<file path="src/rtl/cls_pkg.sv">
// Shared constants and types for the Cholesky linear solver.
// No dependencies; used by every module of the block.
package cls_pkg;
    localparam int MAX_N     = 64;
    localparam int FRAC_BITS = 16;
    localparam int DATA_W    = 32;
    localparam int IDX_W     = $clog2(MAX_N);
    localparam int SIZE_W    = IDX_W + 1;
    localparam int MADDR_W   = 2 * IDX_W;
    localparam int VADDR_W   = IDX_W + 2;

    typedef logic signed [DATA_W-1:0] data_t;
    typedef logic [IDX_W-1:0]         idx_t;

    // request codes
    localparam logic [1:0] OP_MAT   = 2'd0;
    localparam logic [1:0] OP_RHS   = 2'd1;
    localparam logic [1:0] OP_SOLVE = 2'd2;

    // regions of the vector memory
    localparam logic [1:0] VEC_RHS = 2'd0;
    localparam logic [1:0] VEC_FWD = 2'd1;
    localparam logic [1:0] VEC_SOL = 2'd2;

    localparam logic signed [63:0] SAT_MAX = 64'sd2147483647;
    localparam logic signed [63:0] SAT_MIN = -64'sd2147483648;

    function automatic data_t sat32(input logic signed [63:0] v);
        data_t r;
        if (v > SAT_MAX) r = data_t'(SAT_MAX);
        else if (v < SAT_MIN) r = data_t'(SAT_MIN);
        else r = data_t'(v);
        return r;
    endfunction
endpackage

</file>
<file path="src/rtl/cls_sqrt.sv">
// Integer square root floor(sqrt(a * 2^FRAC_BITS)) for positive a.
// Digit-by-digit, two radicand bits per cycle. Depends on cls_pkg.
module cls_sqrt (
    input  logic           aclk,
    input  logic           aresetn,
    input  logic           start,
    input  cls_pkg::data_t a,
    output logic           done,
    output cls_pkg::data_t root
);
    localparam int SW = (cls_pkg::DATA_W + cls_pkg::FRAC_BITS + 1) / 2;
    localparam int VW = 2 * SW;
    localparam int RW = SW + 4;
    localparam int CW = $clog2(SW + 1);

    logic [VW-1:0] v_reg;
    logic [RW-1:0] rem_reg;
    logic [SW-1:0] root_reg;
    logic [CW-1:0] cnt_reg;
    logic          busy_reg;
    logic          done_reg;
    logic [RW-1:0] rem_sh;
    logic [RW-1:0] trial;

    assign rem_sh = {rem_reg[RW-3:0], v_reg[VW-1:VW-2]};
    assign trial  = RW'({root_reg, 2'b01});

    always_ff @(posedge aclk) begin
        if (!aresetn) begin
            busy_reg <= 1'b0;
            done_reg <= 1'b0;
            cnt_reg  <= '0;
        end else begin
            done_reg <= 1'b0;
            if (start) begin
                busy_reg <= 1'b1;
                cnt_reg  <= '0;
            end else if (busy_reg) begin
                cnt_reg <= cnt_reg + 1'b1;
                if (cnt_reg == CW'(SW - 1)) begin
                    busy_reg <= 1'b0;
                    done_reg <= 1'b1;
                end
            end
        end
    end

    always_ff @(posedge aclk) begin
        if (start) begin
            v_reg    <= VW'({a, {cls_pkg::FRAC_BITS{1'b0}}});
            rem_reg  <= '0;
            root_reg <= '0;
        end else if (busy_reg) begin
            v_reg <= {v_reg[VW-3:0], 2'b00};
            if (rem_sh >= trial) begin
                rem_reg  <= rem_sh - trial;
                root_reg <= {root_reg[SW-2:0], 1'b1};
            end else begin
                rem_reg  <= rem_sh;
                root_reg <= {root_reg[SW-2:0], 1'b0};
            end
        end
    end

    assign done = done_reg;
    assign root = cls_pkg::DATA_W'(root_reg);
endmodule

</file>
<file path="config.mk">
export PLATFORM = sky130hd
export DESIGN_NAME = cls_sqrt
export DESIGN_NICKNAME = d
export VERILOG_FILES = /design/src/rtl/cls_pkg.sv /design/src/rtl/cls_sqrt.sv
export SDC_FILE = /design/constraint.sdc
export NUM_CORES = 1
export LEC_CHECK = 0
export BUFFER_PORTS_ARGS = -buffer_cell sky130_fd_sc_hd__buf_2
export CORE_ASPECT_RATIO = 2
export CORE_MARGIN = 10
export CORE_UTILIZATION = 45
export DETAILED_ROUTE_END_ITERATION = 7
export PLACE_DENSITY = 0.74
export SLEW_MARGIN = 40
export SYNTH_ARGS = -nofsm -noshare
export SYNTH_HDL_FRONTEND = slang
export SYNTH_SLANG_ARGS = --single-unit
export TNS_END_PERCENT = 20
</file>
<file path="constraint.sdc">
create_clock -name aclk -period 3.3 [get_ports aclk]
set_clock_uncertainty 0.1 [all_clocks]
set_input_delay 0.66 -clock aclk [delete_from_list [all_inputs] [get_ports aclk]]
set_output_delay 0.66 -clock aclk [all_outputs]
set_load 0.02 [all_outputs]
</file>
==> impl_metrics.json, run 1 <==
{
  "cts_buffer_depth": 2,
  "worstRegToRegCells": 11,
  "final_cells": 710,
  "firstDrtPassIters": 4,
  "max_freq_mhz": 335,
  "antenna_left": 0,
  "synth_top_flop_cell": "dfxtp_1",
  "grt_pass1_vias": 3907,
  "r2r_slack_ns": 0.31,
  "drc": 0,
  "routed_wl_um": 11100,
  "ctsHoldBuffers": 0,
  "dieArea_um2": 16200,
  "grt.overflow.total": 0,
  "cts-root-buf": "clkbuf_16",
  "routedWlPerCell_um": 15.7,
  "dp_slack_ns": 0.386,
  "worstSetupEndpointType": "flop",
  "yosysWarnings": 0,
  "p_total_uw": 4870,
  "critPathMaxFanout": 4,
  "post-route-min-period_ns": 2.99,
  "slew_viol_final": 0,
  "grt_max_degree": 70,
  "status": "completed",
  "rsz0062_at_grt": "false",
  "tightest_slew_ns": 0.598,
  "clock_latency_ns": 0.35,
  "rr_startpoint": "root_reg[0]",
  "cts_setup_buffers": 0,
  "max_slew_margin": 0.602,
  "final_nets": 626,
  "synth-seq-area-share": 0.415,
  "timing.rr.end": "rem_reg[25]",
  "final_common_cell": "nor2_1",
  "async_reset_ff_frac": 0,
  "grt_pass1_wl_um": 18400,
  "crit_type": "reg2reg",
  "hpwl_um": 8190,
  "die_h_um": 170,
  "hold_start": "rem_reg[0]",
  "dieWidth_um": 95.1,
  "rows": 54,
  "pwr_density_cell_nw_per_um2": 849,
  "io_pins": 68,
  "antenna_found_initial": 0,
  "grtUsageTotal": 0.141,
  "core_um2": 10900,
  "drtIter0Drc": 240,
  "max_cap_viol_count": 0,
  "start_util": 0.463,
  "htreeDepth": 3,
  "globalplace.congestion": 0.890,
  "largest_reg_flops": 32,
  "final_cell_mix": "nor2_1 (75), buf_2 (59), dfxtp_1 (56), inv_1 (33), edfxtp_1 (32)",
  "cp.required_ns": 3.44,
  "endpoint": "rem_reg[25]",
  "fin_setup_tns_ns": 0,
  "cts_sinks": 89,
  "syn_area_um2": 5070,
  "setup_viol_count_final": 0,
  "cellLeakagePower_uw": 0.00238,
  "clk_pin_slew_worst_paths_ns": 0.07,
  "synth.distinct_cells": 55,
  "hold_viol": 0,
  "dp_cells": 693,
  "cts_resized": 0,
  "fillCellCount": 1033,
  "synth_cells": 512,
  "setup_slack_ns": 0.311,
  "synth_edf_count": 32,
  "avgSynthCellArea_um2": 9.90,
  "numPortBuffers": 59,
  "startpoint_type": "flop",
  "vias": 3761,
  "drive_above_1_share": 0.248,
  "min_path_type": "reg2reg",
  "fin_crit_sh": 0.906,
  "ir_drop_mv": 0.490,
  "synth-seq-cells": 89,
  "critical_path_arrival_ns": 3.13,
  "startpoint": "root_reg[0]",
  "cts_buffers": 9,
  "vias_per_cell": 5.30,
  "syn_to_final_growth_pct": 13.2,
  "cts_tree": "yes"
}
## cell type report
cell class	instances	area, µm²	share of cell area
Tap cell	140	175	0.0305
Multi-Input combinational cell	367	2690	0.469
Clock inverter	7	76.3	0.0133
Inverter	33	124	0.0216
Antenna cell	1	2.50	0.000436
Timing Repair Buffer	64	345	0.0601
Sequential cell	89	2100	0.366
Clock buffer	9	225	0.0392
## layer usage
metal / vias to the layer above / global-route usage / routed length (µm)
met5: - / 0 / 0
met4: 0 / 0.0681 / 313
met3: 22 / 0.0392 / 499
met2: 77 / 0.261 / 6190
met1: 1767 / 0.137 / 4110
li1: 1895 / - / -
## per-stage QoR
step / area, µm² / util / hold WS (ns)
2_1_floorplan: 5100 / - / 0.343
3_3_place_gp: 5440 / 0.497 / 0.355
3_5_place_dp: 5440 / 0.497 / 0.373
4_1_cts: 5740 / 0.524 / 0.382
5_1_grt: 5740 / 0.524 / 0.398
6_report: 5740 / 0.525 / 0.379
## worst min-delay path by stage
stage | cells past startpoint | slack, ns | to
6_report | 2 | 0.38 | rem_reg[0]
5_1_grt | 2 | 0.40 | rem_reg[0]
4_1_cts | 2 | 0.38 | rem_reg[0]
3_5_place_dp | 2 | 0.37 | rem_reg[0]
3_3_place_gp | 2 | 0.35 | rem_reg[0]
2_1_floorplan | 2 | 0.34 | rem_reg[0]
## cell usage after synthesis (all sizes together) (17+ instances only)
| cell type | count | area share |
|---|---|---|
| a211oi | 17 | 0.035 |
| a21oi | 39 | 0.048 |
| buf | 17 | 0.026 |
| dfxtp | 57 | 0.23 |
| edfxtp | 32 | 0.19 |
| ha | 27 | 0.067 |
| inv | 33 | 0.024 |
| mux2 | 31 | 0.069 |
| mux2i | 31 | 0.061 |
| nand2 | 26 | 0.019 |
| nor2 | 75 | 0.056 |
| xnor2 | 17 | 0.029 |
## logic make-up (layout without fill, tap and decap cells)
family | Yosys count | in the layout | synth area share
AND/OR/NAND/NOR | 137 | 137 | 0.120
flip-flops | 89 | 89 | 0.415
XOR/XNOR | 26 | 26 | 0.0449
adder cells (fa/ha/maj) | 27 | 27 | 0.0666
buffers and inverters | 63 | 113 | 0.0602
other | 1 | 9 | 0.000739
multiplexers | 62 | 62 | 0.130
AO/OA/AOI/OAI | 107 | 107 | 0.163
## worst max-delay path: stages, from the launching register on
cell and delay [ns]:
dfxtp_1 0.37, inv_1 0.06, ha_1 0.24, or3_1 0.40
o221ai_1 0.27, o221ai_2 0.17, o21ai_1 0.26, nand2_1 0.16
a41oi_1 0.28, mux2i_1 0.22, nor3_1 0.07, nor4_1 0.31
## power breakdown
part	internal (µW)	switching [µW]	total (µW)	leakage, µW
clock	538	485	1020	0.000149
sequential	1280	108	1390	0.000788
combinational	1050	1410	2460	0.00145
total	2870	2000	4870	0.00238
Note: power is estimated with default switching activity, not from simulation.
==> run 2, diff against run 1 <==
==> constraint.sdc (replaced) <==
create_clock -name aclk -period 3.3 [get_ports aclk]
set_clock_uncertainty 0.1 [all_clocks]
set_input_delay 0.165 -clock aclk [delete_from_list [all_inputs] [get_ports aclk]]
set_output_delay 0.165 -clock aclk [all_outputs]
set_load 0.02 [all_outputs]
==> run 2 against run 1 <==
Effect of this change: worst setup slack gained 0.069 ns; combinational power barely moved; maximum frequency grew 2.4%; global-route usage rose by 0.097 points; first-iteration DRC count is 14% lower; critical endpoint is now rem_reg[3].
==> impl_metrics.json, run 2 (synthesis results as in run 1) <==
{
  "status": "completed",
  "firstDrtPassIters": 4,
  "max_freq_mhz": 343,
  "seqPwrFrac": 0.283,
  "min_path_type": "in2reg",
  "cts_tree": "yes",
  "max_cap_viol_count": 0,
  "vias": 3829,
  "hold_viol": 0,
  "drc": 0,
  "n_antenna_cell": 0,
  "startpoint": "root_reg[0]",
  "rsz0062_at_grt": "false",
  "switchingPower_uw": 2020,
  "antenna_found_initial": 0,
  "fin_crit_sh": 0.885,
  "largest_reg_flops": 32,
  "final_common_cell": "nor2_1",
  "die_h_um": 170,
  "combPwrFrac": 0.510,
  "core_um2": 10900,
  "p_int_uw": 2870,
  "critPathMaxFanout": 27,
  "startpoint_type": "flop",
  "slew_viol_final": 0,
  "dieWidth_um": 95.1,
  "max_slew_margin": 0.474,
  "ir_drop_mv": 0.506,
  "rows": 54,
  "globalplace.congestion": 0.941,
  "grtUsageTotal": 0.142,
  "numPortBuffers": 59,
  "dieArea_um2": 16200,
  "rr_startpoint": "root_reg[0]",
  "r2r_slack_ns": 0.38,
  "syn_to_final_growth_pct": 13.3,
  "cellLeakagePower_uw": 0.00238,
  "cp.required_ns": 3.41,
  "grt_pass1_wl_um": 18600,
  "critical_path_arrival_ns": 3.02,
  "cts_buffer_depth": 2,
  "post-route-min-period_ns": 2.92,
  "hpwl_um": 8240,
  "worstSetupEndpointType": "flop",
  "htreeDepth": 3,
  "cts_sinks": 89,
  "setup_slack_ns": 0.381,
  "fin_setup_tns_ns": 0,
  "antenna_left": 0,
  "tightest_slew_ns": 0.789,
  "final_nets": 629,
  "grt_pass1_vias": 3930,
  "start_util": 0.463,
  "routedWlPerCell_um": 15.7,
  "endpoint": "rem_reg[3]",
  "drive_above_1_share": 0.248,
  "cts_resized": 0,
  "setup_viol_count_final": 0,
  "io_pins": 68,
  "clock_latency_ns": 0.35,
  "crit_type": "reg2reg",
  "pwr_density_cell_nw_per_um2": 850,
  "grt_max_degree": 60,
  "cts-root-buf": "clkbuf_16",
  "clk_pin_slew_worst_paths_ns": 0.07,
  "grt.overflow.total": 0,
  "worstRegToRegCells": 12,
  "timing.rr.end": "rem_reg[3]",
  "dp_slack_ns": 0.385,
  "clkPwrFrac": 0.208,
  "routed_wl_um": 11200,
  "vias_per_cell": 5.38,
  "cts_buffers": 9,
  "drtIter0Drc": 207,
  "final_cell_mix": "nor2_1 (75), buf_2 (59), dfxtp_1 (56), inv_1 (33), edfxtp_1 (32)",
  "sw_frac_of_total": 0.413
}
==> run 2: how the worst min path moves through the flow <==
stage,startpoint,to,cells past startpoint
final,a[15],v_reg[31],2
after global routing,a[24],v_reg[40],2
after CTS,a[15],v_reg[31],2
after detailed placement,aresetn,busy_reg,2
after global placement,aresetn,busy_reg,2
after floorplan,aresetn,busy_reg,1
==> run 2: what timing repair did <==
item                                   in CTS  in global routing
hold buffers                                2                  0
setup buffers                               0                  0
endpoints found under the hold margin       2                  0
==> run 2: per-layer routing <==
layer | part of all wire | track usage | up-vias
li1 | - | - | 1905
met1 | 0.37 | 0.145 | 1818
met2 | 0.56 | 0.260 | 80
met3 | 0.045 | 0.0286 | 26
met4 | 0.032 | 0.0720 | 0
met5 | 0 | 0 | -
==> run 2: worst max-delay path: stages (launching register included) <==
cell and delay (ns):
dfxtp_1 0.37, inv_1 0.06, ha_1 0.34, nor2b_4 0.16
o2111ai_2 0.21, nand3_2 0.17, a21oi_4 0.23, o21ai_4 0.12
o31ai_4 0.30, buf_4 0.36, nor2_1 0.09, a211oi_1 0.21
nor3_1 0.06
==> run 2: cell type report <==
cell class / instances / area, µm²
Fill cell: 998 / 5200
Timing Repair Buffer: 67 / 360
Inverter: 33 / 124
Multi-Input combinational cell: 367 / 2690
Clock buffer: 9 / 225
Sequential cell: 89 / 2100
Clock inverter: 7 / 68.8
Tap cell: 140 / 175
==> run 2: power by group through the flow <==
stage                     logic, µW  clock network, µW  registers (µW)
final                          2490               1010            1380
after global routing           2740               1070            1400
after CTS                      2490               1040            1380
after detailed placement       2460                  0            1400
after global placement         2420                  0            1400
after floorplan                2170                  0            1380
==> run 2: per-stage QoR <==
stage	power (µW)	instance area [µm²]	utilization	hold slack [ns]	std cells
global route	5220	5750	0.525	0.0144	712
finish	4890	5750	0.525	0.0132	712
global placement	3820	5430	0.496	0.293	694
detailed placement	3870	5430	0.496	0.293	694
floorplan	3550	5100	-	0.183	519
CTS	4910	5750	0.525	0.00568	712
==> run 3, diff against run 2 <==
- CORE_MARGIN: 10 -> unset
- PLACE_DENSITY: 0.74 -> unset
==> run 3 against run 2 <==
Effect of this change: maximum frequency decreased by 1.2%; first-iteration DRC count decreased by 42%; routed wire length decreased by 7.2%; sequential power about the same; flip-flop and latch count unchanged; worst setup slack got worse by 0.037 ns; combinational power about the same; critical path depth decreased by 1; critical endpoint is now rem_reg[25]; count of clock-buffer cells in the layout unchanged; final cell count increased by 0.14%.
==> impl_metrics.json, run 3 (synthesis results as in run 1) <==
{
  "status": "completed",
  "pwr_density_cell_nw_per_um2": 854,
  "numPortBuffers": 59,
  "grt.overflow.total": 0,
  "final_nets": 630,
  "max_cap_viol_count": 0,
  "cp.required_ns": 3.46,
  "fin_setup_tns_ns": 0,
  "htreeDepth": 3,
  "r2r_slack_ns": 0.34,
  "rows": 54,
  "startpoint": "root_reg[0]",
  "fin_hold_ws_ns": 0.00986,
  "vias": 3775,
  "grt_max_degree": 39,
  "hold_depth": 2,
  "firstDrtPassIters": 4,
  "syn_to_final_growth_pct": 13.6,
  "io_pins": 68,
  "max_slew_margin": 0.623,
  "ir_drop_mv": 0.425,
  "critPathMaxFanout": 4,
  "antenna_left": 0,
  "endpoint": "rem_reg[25]",
  "clk_pin_slew_worst_paths_ns": 0.07,
  "cts_buffer_depth": 2,
  "cts-root-buf": "clkbuf_16",
  "fin_crit_sh": 0.896,
  "crit_type": "reg2reg",
  "clock_latency_ns": 0.34,
  "grt_pass1_vias": 3745,
  "dieArea_um2": 11700,
  "rr_startpoint": "root_reg[0]",
  "globalplace.congestion": 0.848,
  "drc": 0,
  "cts_buffers": 9,
  "cts_tree": "yes",
  "critical_path_arrival_ns": 3.11,
  "slew_viol_final": 0,
  "max_freq_mhz": 338,
  "worstSetupEndpointType": "flop",
  "core_um2": 10900,
  "startpoint_type": "flop",
  "n_antenna_cell": 0,
  "rsz0062_at_grt": "false",
  "final_common_cell": "nor2_1",
  "tightest_slew_ns": 0.564,
  "vias_per_cell": 5.29,
  "grtUsageTotal": 0.187,
  "die_h_um": 152,
  "routedWlPerCell_um": 14.5,
  "drive_above_1_share": 0.251,
  "setup_viol_count_final": 0,
  "hold_viol": 0,
  "min_path_type": "in2reg",
  "worstRegToRegCells": 11,
  "cellLeakagePower_uw": 0.00239,
  "grt_pass1_wl_um": 17300,
  "largest_reg_flops": 32,
  "hpwl_um": 7640,
  "dieWidth_um": 77.1,
  "post-route-min-period_ns": 2.96,
  "drtIter0Drc": 121,
  "start_util": 0.463,
  "cts_sinks": 89,
  "final_cell_mix": "nor2_1 (75), buf_2 (59), dfxtp_1 (56), inv_1 (33), edfxtp_1 (32)",
  "cts_resized": 0,
  "antenna_found_initial": 0,
  "timing.rr.end": "rem_reg[25]",
  "postLayoutCoreUtil": 0.526,
  "routed_wl_um": 10400
}
## run 3: cell type report
| cell class | instances | area, µm² |
|---|---|---|
| Clock buffer | 9 | 225 |
| Timing Repair Buffer | 68 | 365 |
| Tap cell | 140 | 175 |
| Inverter | 33 | 124 |
| Clock inverter | 7 | 78.8 |
| Fill cell | 1061 | 5180 |
| Multi-Input combinational cell | 367 | 2690 |
| Sequential cell | 89 | 2100 |
## run 3: through the flow
| step | worst slack, ns | power (µW) | std cells | instance area (µm²) |
|---|---|---|---|---|
| after global placement | 0.372 | 3880 | 696 | 5450 |
| after CTS | 0.316 | 4980 | 713 | 5760 |
| after floorplan | 0.524 | 3550 | 519 | 5100 |
| final | 0.344 | 4920 | 713 | 5760 |
| after global routing | 0.135 | 5300 | 713 | 5760 |
| after detailed placement | 0.332 | 3900 | 696 | 5450 |
## run 3: how the worst min path moves through the flow
| stage | start | end |
|---|---|---|
| detailed placement | aresetn | busy_reg |
| global route | a[0] | v_reg[16] |
| finish | a[0] | v_reg[16] |
| CTS | a[0] | v_reg[16] |
| floorplan | aresetn | busy_reg |
| global placement | aresetn | busy_reg |
## run 3: critical path, stage by stage (launching register included)
cell and delay [ns]:
dfxtp_1 0.37, inv_1 0.06, ha_1 0.23, or3_1 0.41
o221ai_1 0.32, o221ai_2 0.17, o21ai_1 0.26, nand2_1 0.16
a41oi_1 0.27, mux2i_1 0.21, nor3_1 0.06, nor4_1 0.25
## run 3: where the power goes
group / leakage [µW] / internal, µW / switching [µW]
clock: 0.000140 / 594 / 455
combinational: 0.00146 / 1070 / 1430
sequential: 0.000788 / 1280 / 93.4
## run 3: repair_timing
action | in CTS | in global routing
setup endpoints to repair | 0 | 0
buffers inserted | 0 | 0
hold buffers | 1 | 0
hold endpoints to repair | 1 | 0
## run 3: layer usage
| metal | vias to the layer above | global-route usage | part of all wire | wire length (µm) |
|---|---|---|---|---|
| li1 | 1906 | - | - | - |
| met1 | 1783 | 0.195 | 0.39 | 4050 |
| met2 | 66 | 0.348 | 0.55 | 5650 |
| met3 | 20 | 0.0300 | 0.026 | 274 |
| met4 | 0 | 0.105 | 0.037 | 385 |
| met5 | - | 0 | 0 | 0 |
