[src/rtl/cls_pkg.sv]
// Shared constants and types for the Cholesky linear solver.
// No dependencies; used by every module of the block.
package cls_pkg;
    localparam int MAX_N     = 64;
    localparam int FRAC_BITS = 16;
    localparam int DATA_W    = 32;
    localparam int IDX_W     = $clog2(MAX_N);
    localparam int SIZE_W    = IDX_W + 1;
    localparam int MADDR_W   = 2 * IDX_W;
    localparam int VADDR_W   = IDX_W + 2;

    typedef logic signed [DATA_W-1:0] data_t;
    typedef logic [IDX_W-1:0]         idx_t;

    // request codes
    localparam logic [1:0] OP_MAT   = 2'd0;
    localparam logic [1:0] OP_RHS   = 2'd1;
    localparam logic [1:0] OP_SOLVE = 2'd2;

    // regions of the vector memory
    localparam logic [1:0] VEC_RHS = 2'd0;
    localparam logic [1:0] VEC_FWD = 2'd1;
    localparam logic [1:0] VEC_SOL = 2'd2;

    localparam logic signed [63:0] SAT_MAX = 64'sd2147483647;
    localparam logic signed [63:0] SAT_MIN = -64'sd2147483648;

    function automatic data_t sat32(input logic signed [63:0] v);
        data_t r;
        if (v > SAT_MAX) r = data_t'(SAT_MAX);
        else if (v < SAT_MIN) r = data_t'(SAT_MIN);
        else r = data_t'(v);
        return r;
    endfunction
endpackage

[src/rtl/cls_div.sv]
// Fixed-point divider: (num * 2^FRAC_BITS) / den, truncated, saturated.
// Restoring, one quotient bit per cycle. Depends on cls_pkg.
module cls_div (
    input  logic          aclk,
    input  logic          aresetn,
    input  logic          start,
    input  cls_pkg::data_t num,
    input  cls_pkg::data_t den,
    output logic          busy,
    output logic          done,
    output cls_pkg::data_t quo
);
    localparam int DW = cls_pkg::DATA_W + cls_pkg::FRAC_BITS;
    localparam int CW = $clog2(DW);

    logic [DW-1:0]                 dvd_reg;
    logic [cls_pkg::DATA_W:0]      rem_reg;
    logic [cls_pkg::DATA_W-1:0]    dvs_reg;
    logic                          neg_reg;
    logic [CW-1:0]                 cnt_reg;
    logic                          busy_reg;
    logic                          done_reg;
    logic [cls_pkg::DATA_W:0]      rem_sh;
    logic [cls_pkg::DATA_W:0]      rem_sub;
    logic [cls_pkg::DATA_W-1:0]    num_mag;
    logic [cls_pkg::DATA_W-1:0]    den_mag;
    logic signed [63:0]            q_s;

    assign num_mag = num[cls_pkg::DATA_W-1] ? (~num + 1'b1) : num;
    assign den_mag = den[cls_pkg::DATA_W-1] ? (~den + 1'b1) : den;
    assign rem_sh  = {rem_reg[cls_pkg::DATA_W-1:0], dvd_reg[DW-1]};
    assign rem_sub = rem_sh - {1'b0, dvs_reg};

    always_ff @(posedge aclk) begin
        if (!aresetn) begin
            busy_reg <= 1'b0;
            done_reg <= 1'b0;
            cnt_reg  <= '0;
        end else begin
            done_reg <= 1'b0;
            if (start) begin
                busy_reg <= 1'b1;
                cnt_reg  <= '0;
            end else if (busy_reg) begin
                cnt_reg <= cnt_reg + 1'b1;
                if (cnt_reg == CW'(DW - 1)) begin
                    busy_reg <= 1'b0;
                    done_reg <= 1'b1;
                end
            end
        end
    end

    always_ff @(posedge aclk) begin
        if (start) begin
            dvd_reg <= {num_mag, {cls_pkg::FRAC_BITS{1'b0}}};
            dvs_reg <= den_mag;
            rem_reg <= '0;
            neg_reg <= num[cls_pkg::DATA_W-1] ^ den[cls_pkg::DATA_W-1];
        end else if (busy_reg) begin
            if (!rem_sub[cls_pkg::DATA_W]) begin
                rem_reg <= rem_sub;
                dvd_reg <= {dvd_reg[DW-2:0], 1'b1};
            end else begin
                rem_reg <= rem_sh;
                dvd_reg <= {dvd_reg[DW-2:0], 1'b0};
            end
        end
    end

    // quotient magnitude held in the dividend shift register
    always_comb begin
        q_s = 64'(dvd_reg);
        if (neg_reg) q_s = -q_s;
        quo = cls_pkg::sat32(q_s);
    end

    assign busy = busy_reg;
    assign done = done_reg;
endmodule

[config.mk]
export PLATFORM = sky130hd
export DESIGN_NAME = cls_div
export DESIGN_NICKNAME = d
export VERILOG_FILES = /design/src/rtl/cls_pkg.sv /design/src/rtl/cls_div.sv
export SDC_FILE = /design/constraint.sdc
export NUM_CORES = 1
export LEC_CHECK = 0
export ABC_CLOCK_PERIOD_IN_PS = 4350
export BUFFER_PORTS_ARGS = -buffer_cell sky130_fd_sc_hd__buf_2
export CAP_MARGIN = 20
export CORE_MARGIN = 3
export CORE_UTILIZATION = 40
export CTS_BUF_LIST = sky130_fd_sc_hd__clkbuf_4 sky130_fd_sc_hd__clkbuf_8
export DETAILED_ROUTE_END_ITERATION = 16
export PLACE_DENSITY = 0.65
export SETUP_SLACK_MARGIN = 0.2
export SYNTH_ARGS = -nofsm -noshare
export SYNTH_HDL_FRONTEND = slang
export SYNTH_SLANG_ARGS = --single-unit
[constraint.sdc]
create_clock -name aclk -period 4.35 [get_ports aclk]
set_input_delay 0.87 -clock aclk [delete_from_list [all_inputs] [get_ports aclk]]
set_output_delay 0.87 -clock aclk [all_outputs]
set_load 0.1 [all_outputs]
==> results of run 1 <==
## worst max path at each step
stage	startpoint	endpoint	slack [ns]
6_report	dvd_reg[26]	quo[3]	-0.44
5_1_grt	dvd_reg[26]	quo[3]	-0.63
4_1_cts	dvd_reg[31]	quo[15]	-0.37
3_5_place_dp	dvd_reg[26]	quo[0]	0.05
3_3_place_gp	dvd_reg[26]	quo[0]	0.09
2_1_floorplan	dvd_reg[26]	quo[0]	-0.11
## worst register-to-register path: cells and delay by family (launching register included)
kind,cells,cell delay [ns]
compound gates,6,1.83
fa+ha+maj,2,0.65
buf+inv,2,0.43
flops,1,0.37
simple gates,1,0.18
mux,1,0.14
## metal layers
metal | global-route usage (%) | share of wire (%)
met5 | 0 | 0
met4 | 3.42 | 1.1
met3 | 3.57 | 4.6
met2 | 31.3 | 47
met1 | 24.9 | 47
## cells in the mapped netlist (8+ instances only)
cell and instances:
nand2_1 87, o21ai_0 84, xnor2_1 84, nor2_1 83, edfxtp_1 65, dfxtp_1 56
inv_1 55, xor2_1 45, a21oi_1 44, mux2i_1 40, clkbuf_1 36, ha_1 36
a22o_1 30, o31ai_1 28, a211oi_1 26, nor3_1 23, nand3_1 20, nor4_1 19
o41ai_1 17, or3_1 17, or4_1 14, nand2b_1 13, a31oi_1 10, o211ai_1 10
a21o_1 8
## metrics by stage
step	cell area [um2]	utilization [%]	power [mW]
2_1_floorplan	9520	-	2.48
3_3_place_gp	11000	49.6	2.93
3_5_place_dp	11000	49.6	2.95
4_1_cts	11600	52.7	4.11
5_1_grt	11800	53.4	4.33
6_report	11800	53.4	4.12
## report_power, final
group | internal [mW] | switching, mW | total (mW) | leakage (nW)
Clock | 0.635 | 0.480 | 1.11 | 0.212
Sequential | 1.31 | 0.0720 | 1.38 | 1.12
Combinational | 0.654 | 0.964 | 1.62 | 3.25
## repair_timing
item / 4_1_cts / 5_1_grt
endpoints found under the setup margin: 31 / 31
hold buffers: 0 / 0
setup buffers: 13 / 3
cloned: 4 / 3
pin swaps: 9 / 6
resized for setup: 15 / 13
## area by class of cell
type	count	share of cell area (%)
tap	280	2.97
sequential	121	26.1
timing repair buffer	165	13.9
clock buffer	18	2.05
clock inverter	14	1.65
inverter	56	1.78
multi-input combinational	822	51.6
## cell families (layout without fill, tap and decap cells)
| logic type | after synthesis | in the layout | synth area share (%) |
|---|---|---|---|
| AOI/OAI and AO/OA | 290 | 290 | 21.3 |
| xor gates and xnor gates | 129 | 129 | 12.4 |
| adders and majority gates | 37 | 37 | 5.17 |
| buffers and inverters | 107 | 253 | 4.85 |
| DFF | 121 | 121 | 33.7 |
| muxes | 41 | 41 | 4.52 |
| and+or+nand+nor | 325 | 325 | 18.1 |
==> summary.txt, run 1 <==
Outcome
  • Status: finished with violations
  • Failing checks: negative setup slack

Setup path
  • Critical path class: reg -> out
  • Worst path slowest cell: or4_4
  • CP delay by family, top: simple AND/OR/NAND/NOR gates
  • Max stage delay on crit path: 0.57 ns
  • CP Data Arrival Time: 3.92 ns
  • Buffers & Inverters on Critical Path: 3
  • Critical path endpoint category: primary output
  • Reg-to-reg critical path startpoint: dvd_reg[47]
  • CP max FO: 4
  • Cell Chain, Critical Path: or4_4 -> nand4b_4 -> or2_4 -> o41ai_4 -> xnor2_1 -> or4_1 -> nor4_2 -> a41o_2 -> buf_4 -> clkbuf_16 -> o21ai_4 -> buf_12
  • Startpoint types: flip-flop
  • Reg2reg end: rem_reg[9]
  • Crit. path cell count: 12
  • Crit path required time: 3.48 ns
  • R2R Setup Slk: 0.66 ns
  • R2r worst-path depth: 12

STA
  • Slew @ Worst Pin: 0.823 ns
  • Final Hold Fails: 0
  • Peak Freq: 0.209 GHz
  • RSZ-0062 raised after global routing: yes
  • Period utilization: 110%
  • Final Skew: 0.0195 ns
  • Slew HR: 44.9%
  • Final WS setup: -0.436 ns
  • Hold WS: 0.496 ns
  • Setup violators final: 31
  • Minimum clock period: 4.79 ns
  • Max-slew violations: 0
  • Sum Neg Setup Slack: -12.51 ns

Final layout
  • Area Overhead vs Synth: 29.6%
  • Multi-input gate area: 6090 um2
  • Number of flip-flops in the largest register: 48
  • Filler instances: 1,961
  • Most common cell after layout, fill and taps aside: nand2_1
  • # nets final: 1,287
  • # diodes: 0
  • Commonest cells after routing, fill and taps aside: 86 x nand2_1, 84 x xnor2_1, 82 x nor2_1
  • Non-filler cells, final: 1,476
  • Seq. cell area: 3080 um2
  • Share of cells above drive strength 1: 22.6%

Synth
  • Post-synthesis cell type count: 67
  • Largest area contributor in the netlist: edfxtp_1
  • Synth top area cells: edfxtp_1 21%, dfxtp_1 12%, xnor2_1 8.1%
  • Synthesized Nets: 1,154
  • Cell Area, Synth: 9110 um2
  • Synthesis Warnings: 0
  • Synth Instances: 1,050
  • Top-area cell type share of the netlist area: 21.4%
  • Seq/Total Area, Yosys: 33.7%
  • Syn_area_per_cell: 8.67 um2
  • Number of synthesized flops with an enable pin: 65
  • Ys async rst share: 0%
  • Ys flop type: edfxtp_1
  • Synth Register Bits: 121

GRT
  • First-pass GRT wire length: 37,500 um
  • Gr ovfl total: 0
  • GRT Overall Usage: 18.5%
  • Largest net degree at the start of global routing: 62
  • Initial antenna violation count: 0
  • Vias in the first global route: 7,587

Floorplan
  • Die height: 157 um
  • DIE AREA: 24,600 um2
  • Core area: 22,100 um2
  • Initial core utilization: 41.2%
  • Rows: 54
  • Die width: 157 um
  • I/O pin count: 101

Placement
  • Port bufs: 100
  • HPWL Detailed: 17,200 um
  • Post-Place Cells: 1,421
  • Pre-CTS setup slack: 0.0497 ns
  • Routability cong.: 0.920

Min path
  • Worst Hold Path EP: rem_reg[13]
  • Hold_sp: rem_reg[13]
  • Worst Hold Class: reg -> reg
  • Hold path cells: 2

Power and ir drop
  • Max VDD drop: 0.257 mV
  • Power Density: 349 nW/um2
  • Leakage: 4.57 nW

Detailed routing
  • DRC: 0
  • DR pass1 iterations: 5
  • Vias/cell: 5.54
  • Post-DRT Antenna Nets: 0
  • DR iter-0 viols: 361
  • Via count: 8,184
  • DR WL/cell: 15.8 um
  • Final WL: 23,300 um

Clock network
  • Total CTS buffers: 17
  • Clock transition at path regs: 0.07 ns
  • Root buf cell: clkbuf_8
  • CTS tree: built
  • Clk_lat worst skew: 0.44 ns
  • CTS H-Tree Depth: 4
  • Sink Count: 121
  • Clock buffer depth: 2

Flow run
  • Max-cap violation count: 0
No activity file was read; power rests on OpenSTA's default activity.
==> inputs of run 2 (changes only) <==
--- a/config.mk
+++ b/config.mk
@@ -5,12 +5,13 @@
 export SDC_FILE = /design/constraint.sdc
 export NUM_CORES = 1
 export LEC_CHECK = 0
-export ABC_CLOCK_PERIOD_IN_PS = 4350
+export ABC_CLOCK_PERIOD_IN_PS = 4800
 export BUFFER_PORTS_ARGS = -buffer_cell sky130_fd_sc_hd__buf_2
 export CAP_MARGIN = 20
 export CORE_MARGIN = 3
 export CORE_UTILIZATION = 40
 export CTS_BUF_LIST = sky130_fd_sc_hd__clkbuf_4 sky130_fd_sc_hd__clkbuf_8
+export CTS_CLUSTER_DIAMETER = 120
 export DETAILED_ROUTE_END_ITERATION = 16
 export PLACE_DENSITY = 0.65
 export SETUP_SLACK_MARGIN = 0.2
==> constraint.sdc (replaced) <==
create_clock -name aclk -period 4.8 [get_ports aclk]
set_input_delay 0.96 -clock aclk [delete_from_list [all_inputs] [get_ports aclk]]
set_output_delay 0.96 -clock aclk [all_outputs]
set_load 0.1 [all_outputs]
==> summary.txt, run 2 (same netlist as run 1, synthesis figures left out) <==
Clock network
  • # hold bufs at CTS: 0 (unchanged)
  • Sink Count: 121 (unchanged)
  • CTS tree: built
  • Clock transition at path regs: 0.07 ns (about the same)
  • Total CTS buffers: 17 (unchanged)
  • CTS H-Tree Depth: 4 (unchanged)
  • Clk_lat worst skew: 0.45 ns (about the same)
  • Clock buffer depth: 2 (unchanged)
  • Root buf cell: clkbuf_8

Setup path
  • Cell Chain, Critical Path: or4_4 -> nand4b_4 -> or2_4 -> o41ai_4 -> xnor2_1 -> or4b_4 -> nor4_4 -> a21boi_4 -> buf_12 -> buf_12 -> o21ai_4 -> buf_12
  • Buffers & Inverters on Critical Path: 3 (unchanged)
  • Worst path slowest cell: or4_4
  • Critical path endpoint category: primary output
  • Critical path class: reg -> out
  • CP Data Arrival Time: 3.86 ns (-0.06 ns)
  • CP max FO: 8 (+4)
  • Max stage delay on crit path: 0.57 ns (about the same)
  • CP dominant cell by count: buf_12
  • Startpoint types: flip-flop
  • R2R Setup Slk: 1.04 ns (+0.38 ns)
  • CP delay by family, top: simple AND/OR/NAND/NOR gates
  • Crit path required time: 3.84 ns (+0.36 ns)

STA
  • Final WS setup: -0.0219 ns (+0.414 ns)
  • Minimum clock period: 4.82 ns
  • Peak Freq: 0.207 GHz
  • Setup violators final: 10 (-68%)
  • Final Hold Fails: 0 (unchanged)
  • Max-slew violations: 0 (unchanged)
  • Slew @ Worst Pin: 1.09 ns (+0.264 ns)
  • Period utilization: 100%
  • Slew HR: 25.7% (-19 points)
  • RSZ-0062 raised after global routing: yes
  • Final Skew: 0.0146 ns (-0.00489 ns)

Detailed routing
  • DR iter-0 viols: 550 (+52%)
  • DR pass1 iterations: 8 (+3)
  • Via count: 8,215 (+0.38%)
  • Vias/cell: 5.59 (+0.86%)
  • Final WL: 23,900 um (+2.4%)
  • DRC: 0 (unchanged)
  • DR WL/cell: 16.3 um (+2.9%)
  • Post-DRT Antenna Nets: 0 (unchanged)

Power and ir drop
  • Power Density: 314 nW/um2 (-9.9%)
  • Sw Pwr: 1.38 mW (-8.6%)
  • Leakage: 4.61 nW (+0.71%)
  • Internal power: 2.33 mW (-10%)
  • Sequential share of power: 34.0% (+0.4 points)
  • Max VDD drop: 0.155 mV (-40%)
  • Gate power share: 39.5% (+0.2 points)
  • Clock power frac: 26.5% (-0.6 points)
  • Sw Ratio: 37.3% (+0.44 points)

Final layout
  • Commonest cells after routing, fill and taps aside: 84 x nand2_1, 82 x xnor2_1, 80 x nor2_1
  • Final core occ: 53.6% (+0.12 points)
  • # diodes: 0 (unchanged)
  • Share of cells above drive strength 1: 23.4% (+0.81 points)
  • Post-route design area: 11,800 um2 (+0.23%)
  • Number of flip-flops in the largest register: 48 (unchanged)
  • Area Overhead vs Synth: 29.9%
  • Most common cell after layout, fill and taps aside: nand2_1
  • # nets final: 1,280 (-0.54%)

Outcome
  • Failing checks: negative setup slack
  • Status: finished with violations

GRT
  • Vias in the first global route: 7,693 (+1.4%)
  • Initial antenna violation count: 0 (unchanged)
  • Largest net degree at the start of global routing: 58 (-6.5%)
  • GRT Overall Usage: 19.0% (+0.50 points)
  • Gr ovfl total: 0 (unchanged)
  • First-pass GRT wire length: 38,200 um (+2.1%)

Floorplan
  • Rows: 54 (unchanged)
  • Initial core utilization: 41.2% (unchanged)
  • Die height: 157 um (unchanged)
  • I/O pin count: 101 (unchanged)
  • Core area: 22,100 um2 (unchanged)
  • DIE AREA: 24,600 um2 (unchanged)
  • Die width: 157 um (unchanged)

Placement
  • HPWL Detailed: 17,300 um (+0.72%)
  • Routability cong.: 0.909 (-1.2%)
  • Area after DPL: 10,800 um2 (-1.4%)
  • Port bufs: 100 (unchanged)

Min path
  • Worst Hold Class: reg -> reg

Flow run
  • Max-cap violation count: 0 (unchanged)
## run 2: cell type report
cell class / count / area (um2)
clock buffers: 21 / 277
clock inverters: 11 / 144
fillers: 1991 / 10300
inverters: 56 / 210
multi-input cells: 822 / 6190
flip-flops and latches: 121 / 3080
well taps: 280 / 350
repair buffers: 158 / 1590
## run 2: worst register-to-register path, delay by kind of cell (launching register included)
| family | cells | cell delay (ns) |
|---|---|---|
| AO/OA/AOI/OAI | 5 | 1.25 |
| adder cells (fa/ha/maj) | 2 | 0.66 |
| buffers and inverters | 2 | 0.53 |
| flip-flops | 1 | 0.36 |
| AND/OR/NAND/NOR | 3 | 0.90 |
## run 2: what timing repair did
| item | CTS | global route |
|---|---|---|
| pin swaps | 12 | 12 |
| setup endpoints to repair | 31 | 31 |
| setup buffers | 9 | 13 |
| cloned | 3 | 4 |
| resized for setup | 22 | 29 |
## run 2: per-stage QoR
step / instances / TNS [ns] / total power [mW] / hold WS, ns / setup slack [ns]
CTS: 1452 / -2.24 / 3.68 / 0.498 / -0.0956
detailed placement: 1408 / -0.00410 / 2.65 / 0.488 / -0.00410
global route: 1469 / -3.02 / 3.89 / 0.514 / -0.127
finish: 1469 / -0.0827 / 3.72 / 0.489 / -0.0219
floorplan: 1050 / 0 / 2.24 / 0.453 / 0.166
global placement: 1408 / 0 / 2.63 / 0.476 / 0.0393
## run 2: final timing paths
path | start | end | cells after the start
hold reg to reg | cnt_reg[5] | cnt_reg[5] | 2
setup / recovery | dvd_reg[24] | quo[17] | 12
hold / removal | cnt_reg[5] | cnt_reg[5] | 2
setup reg to reg | dvd_reg[47] | rem_reg[30] | 12
## run 2: power by group through the flow
stage,Sequential [mW],Clock [mW],Combinational (mW)
after floorplan,1.26,0,0.977
after global placement,1.28,0,1.35
after detailed placement,1.28,0,1.36
after CTS,1.26,1.01,1.41
after global routing,1.27,1.04,1.57
final,1.26,0.983,1.47
## run 2: per-layer routing
metal  track usage (%)  up-vias  wire length (um)
met5                 0        -                 0
met4              4.96        0               403
met3              3.82       28               977
met2              31.7      178             11500
met1              25.2     3886             11000
li1                  -     4123                 -
==> inputs of run 3 (changes only) <==
--- a/config.mk
+++ b/config.mk
@@ -13,8 +13,10 @@
 export CTS_BUF_LIST = sky130_fd_sc_hd__clkbuf_4 sky130_fd_sc_hd__clkbuf_8
 export CTS_CLUSTER_DIAMETER = 120
 export DETAILED_ROUTE_END_ITERATION = 16
+export MAX_ROUTING_LAYER = met4
 export PLACE_DENSITY = 0.65
 export SETUP_SLACK_MARGIN = 0.2
+export SKIP_LAST_GASP = 1
 export SYNTH_ARGS = -nofsm -noshare
 export SYNTH_HDL_FRONTEND = slang
 export SYNTH_SLANG_ARGS = --single-unit
==> summary.txt, run 3 (same netlist as run 1, synthesis figures left out) <==
Clock network
  • CTS tree: built
  • Root buf cell: clkbuf_8
  • Clock transition at path regs: 0.07 ns (about the same)
  • Clock buffer depth: 2 (unchanged)
  • Sink Count: 121 (unchanged)
  • Clk_lat worst skew: 0.44 ns (about the same)
  • Total CTS buffers: 17 (unchanged)
  • CTS H-Tree Depth: 4 (unchanged)
  • # hold bufs at CTS: 0 (unchanged)

Placement
  • Port bufs: 100 (unchanged)
  • Pre-CTS setup slack: -0.00912 ns (-0.00502 ns)
  • Area after DPL: 10,800 um2 (about the same)
  • HPWL Detailed: 17,100 um (-1.2%)
  • Routability cong.: 0.924 (+1.6%)
  • Post-Place Cells: 1,409 (+0.071%)

Detailed routing
  • DR pass1 iterations: 6 (-2)
  • Vias/cell: 5.58 (-0.21%)
  • Post-DRT Antenna Nets: 0 (unchanged)
  • Via count: 8,209 (-0.073%)
  • DR WL/cell: 16.0 um (-1.3%)
  • DR iter-0 viols: 562 (+2.2%)
  • Final WL: 23,600 um (-1.2%)
  • DRC: 0 (unchanged)

GRT
  • GRT Overall Usage: 19.6% (+0.60 points)
  • GR Layer Usage met1: 25.1% (-0.13 points)
  • Met2 Usage GRT: 32.2% (+0.41 points)
  • Initial antenna violation count: 0 (unchanged)
  • Gr busiest metal: met2
  • Gr ovfl total: 0 (unchanged)
  • Met3 GRT Util: 3.46% (-0.36 points)
  • Vias in the first global route: 7,741 (+0.62%)
  • Largest net degree at the start of global routing: 49 (-16%)
  • First-pass GRT wire length: 38,500 um (+0.60%)

Final layout
  • Most common cell after layout, fill and taps aside: nand2_1
  • # nets final: 1,282 (+0.16%)
  • Post-route design area: 11,800 um2 (-0.59%)
  • Commonest cells after routing, fill and taps aside: 87 x nand2_1, 84 x xnor2_1, 80 x nor2_1
  • # diodes: 0 (unchanged)
  • Area Overhead vs Synth: 29.1%
  • Non-filler cells, final: 1,471 (+0.14%)
  • Filler instances: 1,965 (-1.3%)
  • Share of cells above drive strength 1: 22.2% (-1.2 points)
  • Number of flip-flops in the largest register: 48 (unchanged)

Setup path
  • Crit path required time: 3.84 ns (about the same)
  • Critical path class: reg -> out
  • Reg-to-reg critical path startpoint: dvd_reg[47]
  • CP Data Arrival Time: 3.95 ns (+0.09 ns)
  • Worst path slowest cell: or4_4
  • Startpoint types: flip-flop
  • Cell Chain, Critical Path: or4_4 -> nand4b_4 -> buf_6 -> nor2_4 -> buf_6 -> a41oi_4 -> xor2_2 -> or4_4 -> nor4_4 -> a41o_4 -> buf_6 -> buf_12 -> o21ai_4 -> buf_12
  • Max stage delay on crit path: 0.56 ns (about the same)
  • CP dominant cell by count: buf_6
  • R2R Setup Slk: 1.16 ns (+0.12 ns)
  • CP max FO: 8 (unchanged)
  • Reg2reg end: rem_reg[29]
  • Critical path endpoint category: primary output
  • R2r worst-path depth: 13 (+1)

Min path
  • Worst Hold Class: reg -> reg
  • Hold_sp: cnt_reg[5]
  • Hold path cells: 2 (unchanged)
  • Worst Hold Path EP: cnt_reg[5]

STA
  • Final Skew: 0.0139 ns (-0.000699 ns)
  • RSZ-0062 raised after global routing: yes
  • Setup violators final: 31 (+21)
  • Period utilization: 102% (+1.8 points)
  • Slew HR: 27.7% (+2.0 points)
  • Max-slew violations: 0 (unchanged)
  • Final WS setup: -0.107 ns (-0.0854 ns)
  • Slew @ Worst Pin: 1.06 ns (-0.0297 ns)
  • Minimum clock period: 4.91 ns (+0.0854 ns)
  • Peak Freq: 0.204 GHz (-1.7%)
  • Final Hold Fails: 0 (unchanged)

Floorplan
  • Die height: 157 um (unchanged)
  • Initial core utilization: 41.2% (unchanged)
  • DIE AREA: 24,600 um2 (unchanged)
  • I/O pin count: 101 (unchanged)
  • Core area: 22,100 um2 (unchanged)
  • Rows: 54 (unchanged)
  • Die width: 157 um (unchanged)

Outcome
  • Status: finished with violations
  • Failing checks: negative setup slack

Flow run
  • Max-cap violation count: 0 (unchanged)

Power and ir drop
  • Leakage: 4.54 nW (-1.5%)
  • Max VDD drop: 0.158 mV (+2.0%)
  • Power Density: 312 nW/um2 (-0.70%)
run 3: changes by cell type in the layout (fill, tap and decap cells not counted), moves of 3 or more:
cell and change:
nand2_1 +3, buf_4 -5, inv_4 -3, nand2_2 -3, buf_6 +7, clkinv_1 +3
clkbuf_16 -3
run 3: how the worst max path moves through the flow:
stage,startpoint,end
6_report,dvd_reg[26],quo[11]
5_1_grt,dvd_reg[26],quo[11]
4_1_cts,dvd_reg[23],quo[14]
3_5_place_dp,dvd_reg[26],quo[1]
3_3_place_gp,dvd_reg[26],quo[1]
2_1_floorplan,dvd_reg[25],quo[10]
run 3: metal layers:
| layer | up-vias | routed length, um | part of all wire [%] |
|---|---|---|---|
| li1 | 4136 | - | - |
| met1 | 3840 | 11100 | 47 |
| met2 | 205 | 11100 | 47 |
| met3 | 28 | 960 | 4.1 |
| met4 | 0 | 448 | 1.9 |
| met5 | - | 0 | 0 |
run 3: worst max-delay path: cells and delay by family, from the launching register on:
family          cells  cell delay [ns]
flops               1             0.39
compound gates      3             0.49
buf+inv             5             0.73
simple gates        5             1.70
xor+xnor            1             0.19
run 3: where the power goes:
group / internal (mW) / total (mW) / leakage, nW / switching [mW]
clock: 0.520 / 0.941 / 0.196 / 0.421
combinational: 0.589 / 1.46 / 3.22 / 0.875
sequential: 1.19 / 1.26 / 1.12 / 0.0746
total: 2.30 / 3.67 / 4.54 / 1.37
run 3: area by class of cell:
cell class                 instances  area (um2)  share of cell area [%]
timing repair buffer             160        1590                    13.5
inverter                          56         210                    1.79
clock inverter                    13         151                    1.29
tap                              280         350                    2.98
sequential                       121        3080                    26.2
clock buffer                      19         249                    2.12
multi-input combinational        822        6140                    52.2
run 3: what timing repair did:
| action | 4_1_cts | 5_1_grt |
|---|---|---|
| endpoints found under the hold margin | 0 | 0 |
| gates resized for setup | 44 | 8 |
| pin swaps | 21 | 5 |
| buffers inserted | 20 | 5 |
| endpoints found under the setup margin | 31 | 31 |
| gates cloned | 5 | 0 |
run 3: through the flow:
step | hold WS (ns) | setup TNS, ns | util (%) | power (mW)
final | 0.487 | -2.11 | 53.2 | 3.67
after global routing | 0.509 | -6.03 | 53.2 | 3.85
after CTS | 0.490 | -0.679 | 52.8 | 3.66
after detailed placement | 0.482 | -0.00912 | 48.9 | 2.64
after global placement | 0.474 | 0 | 48.9 | 2.63
after floorplan | 0.453 | 0 | - | 2.24
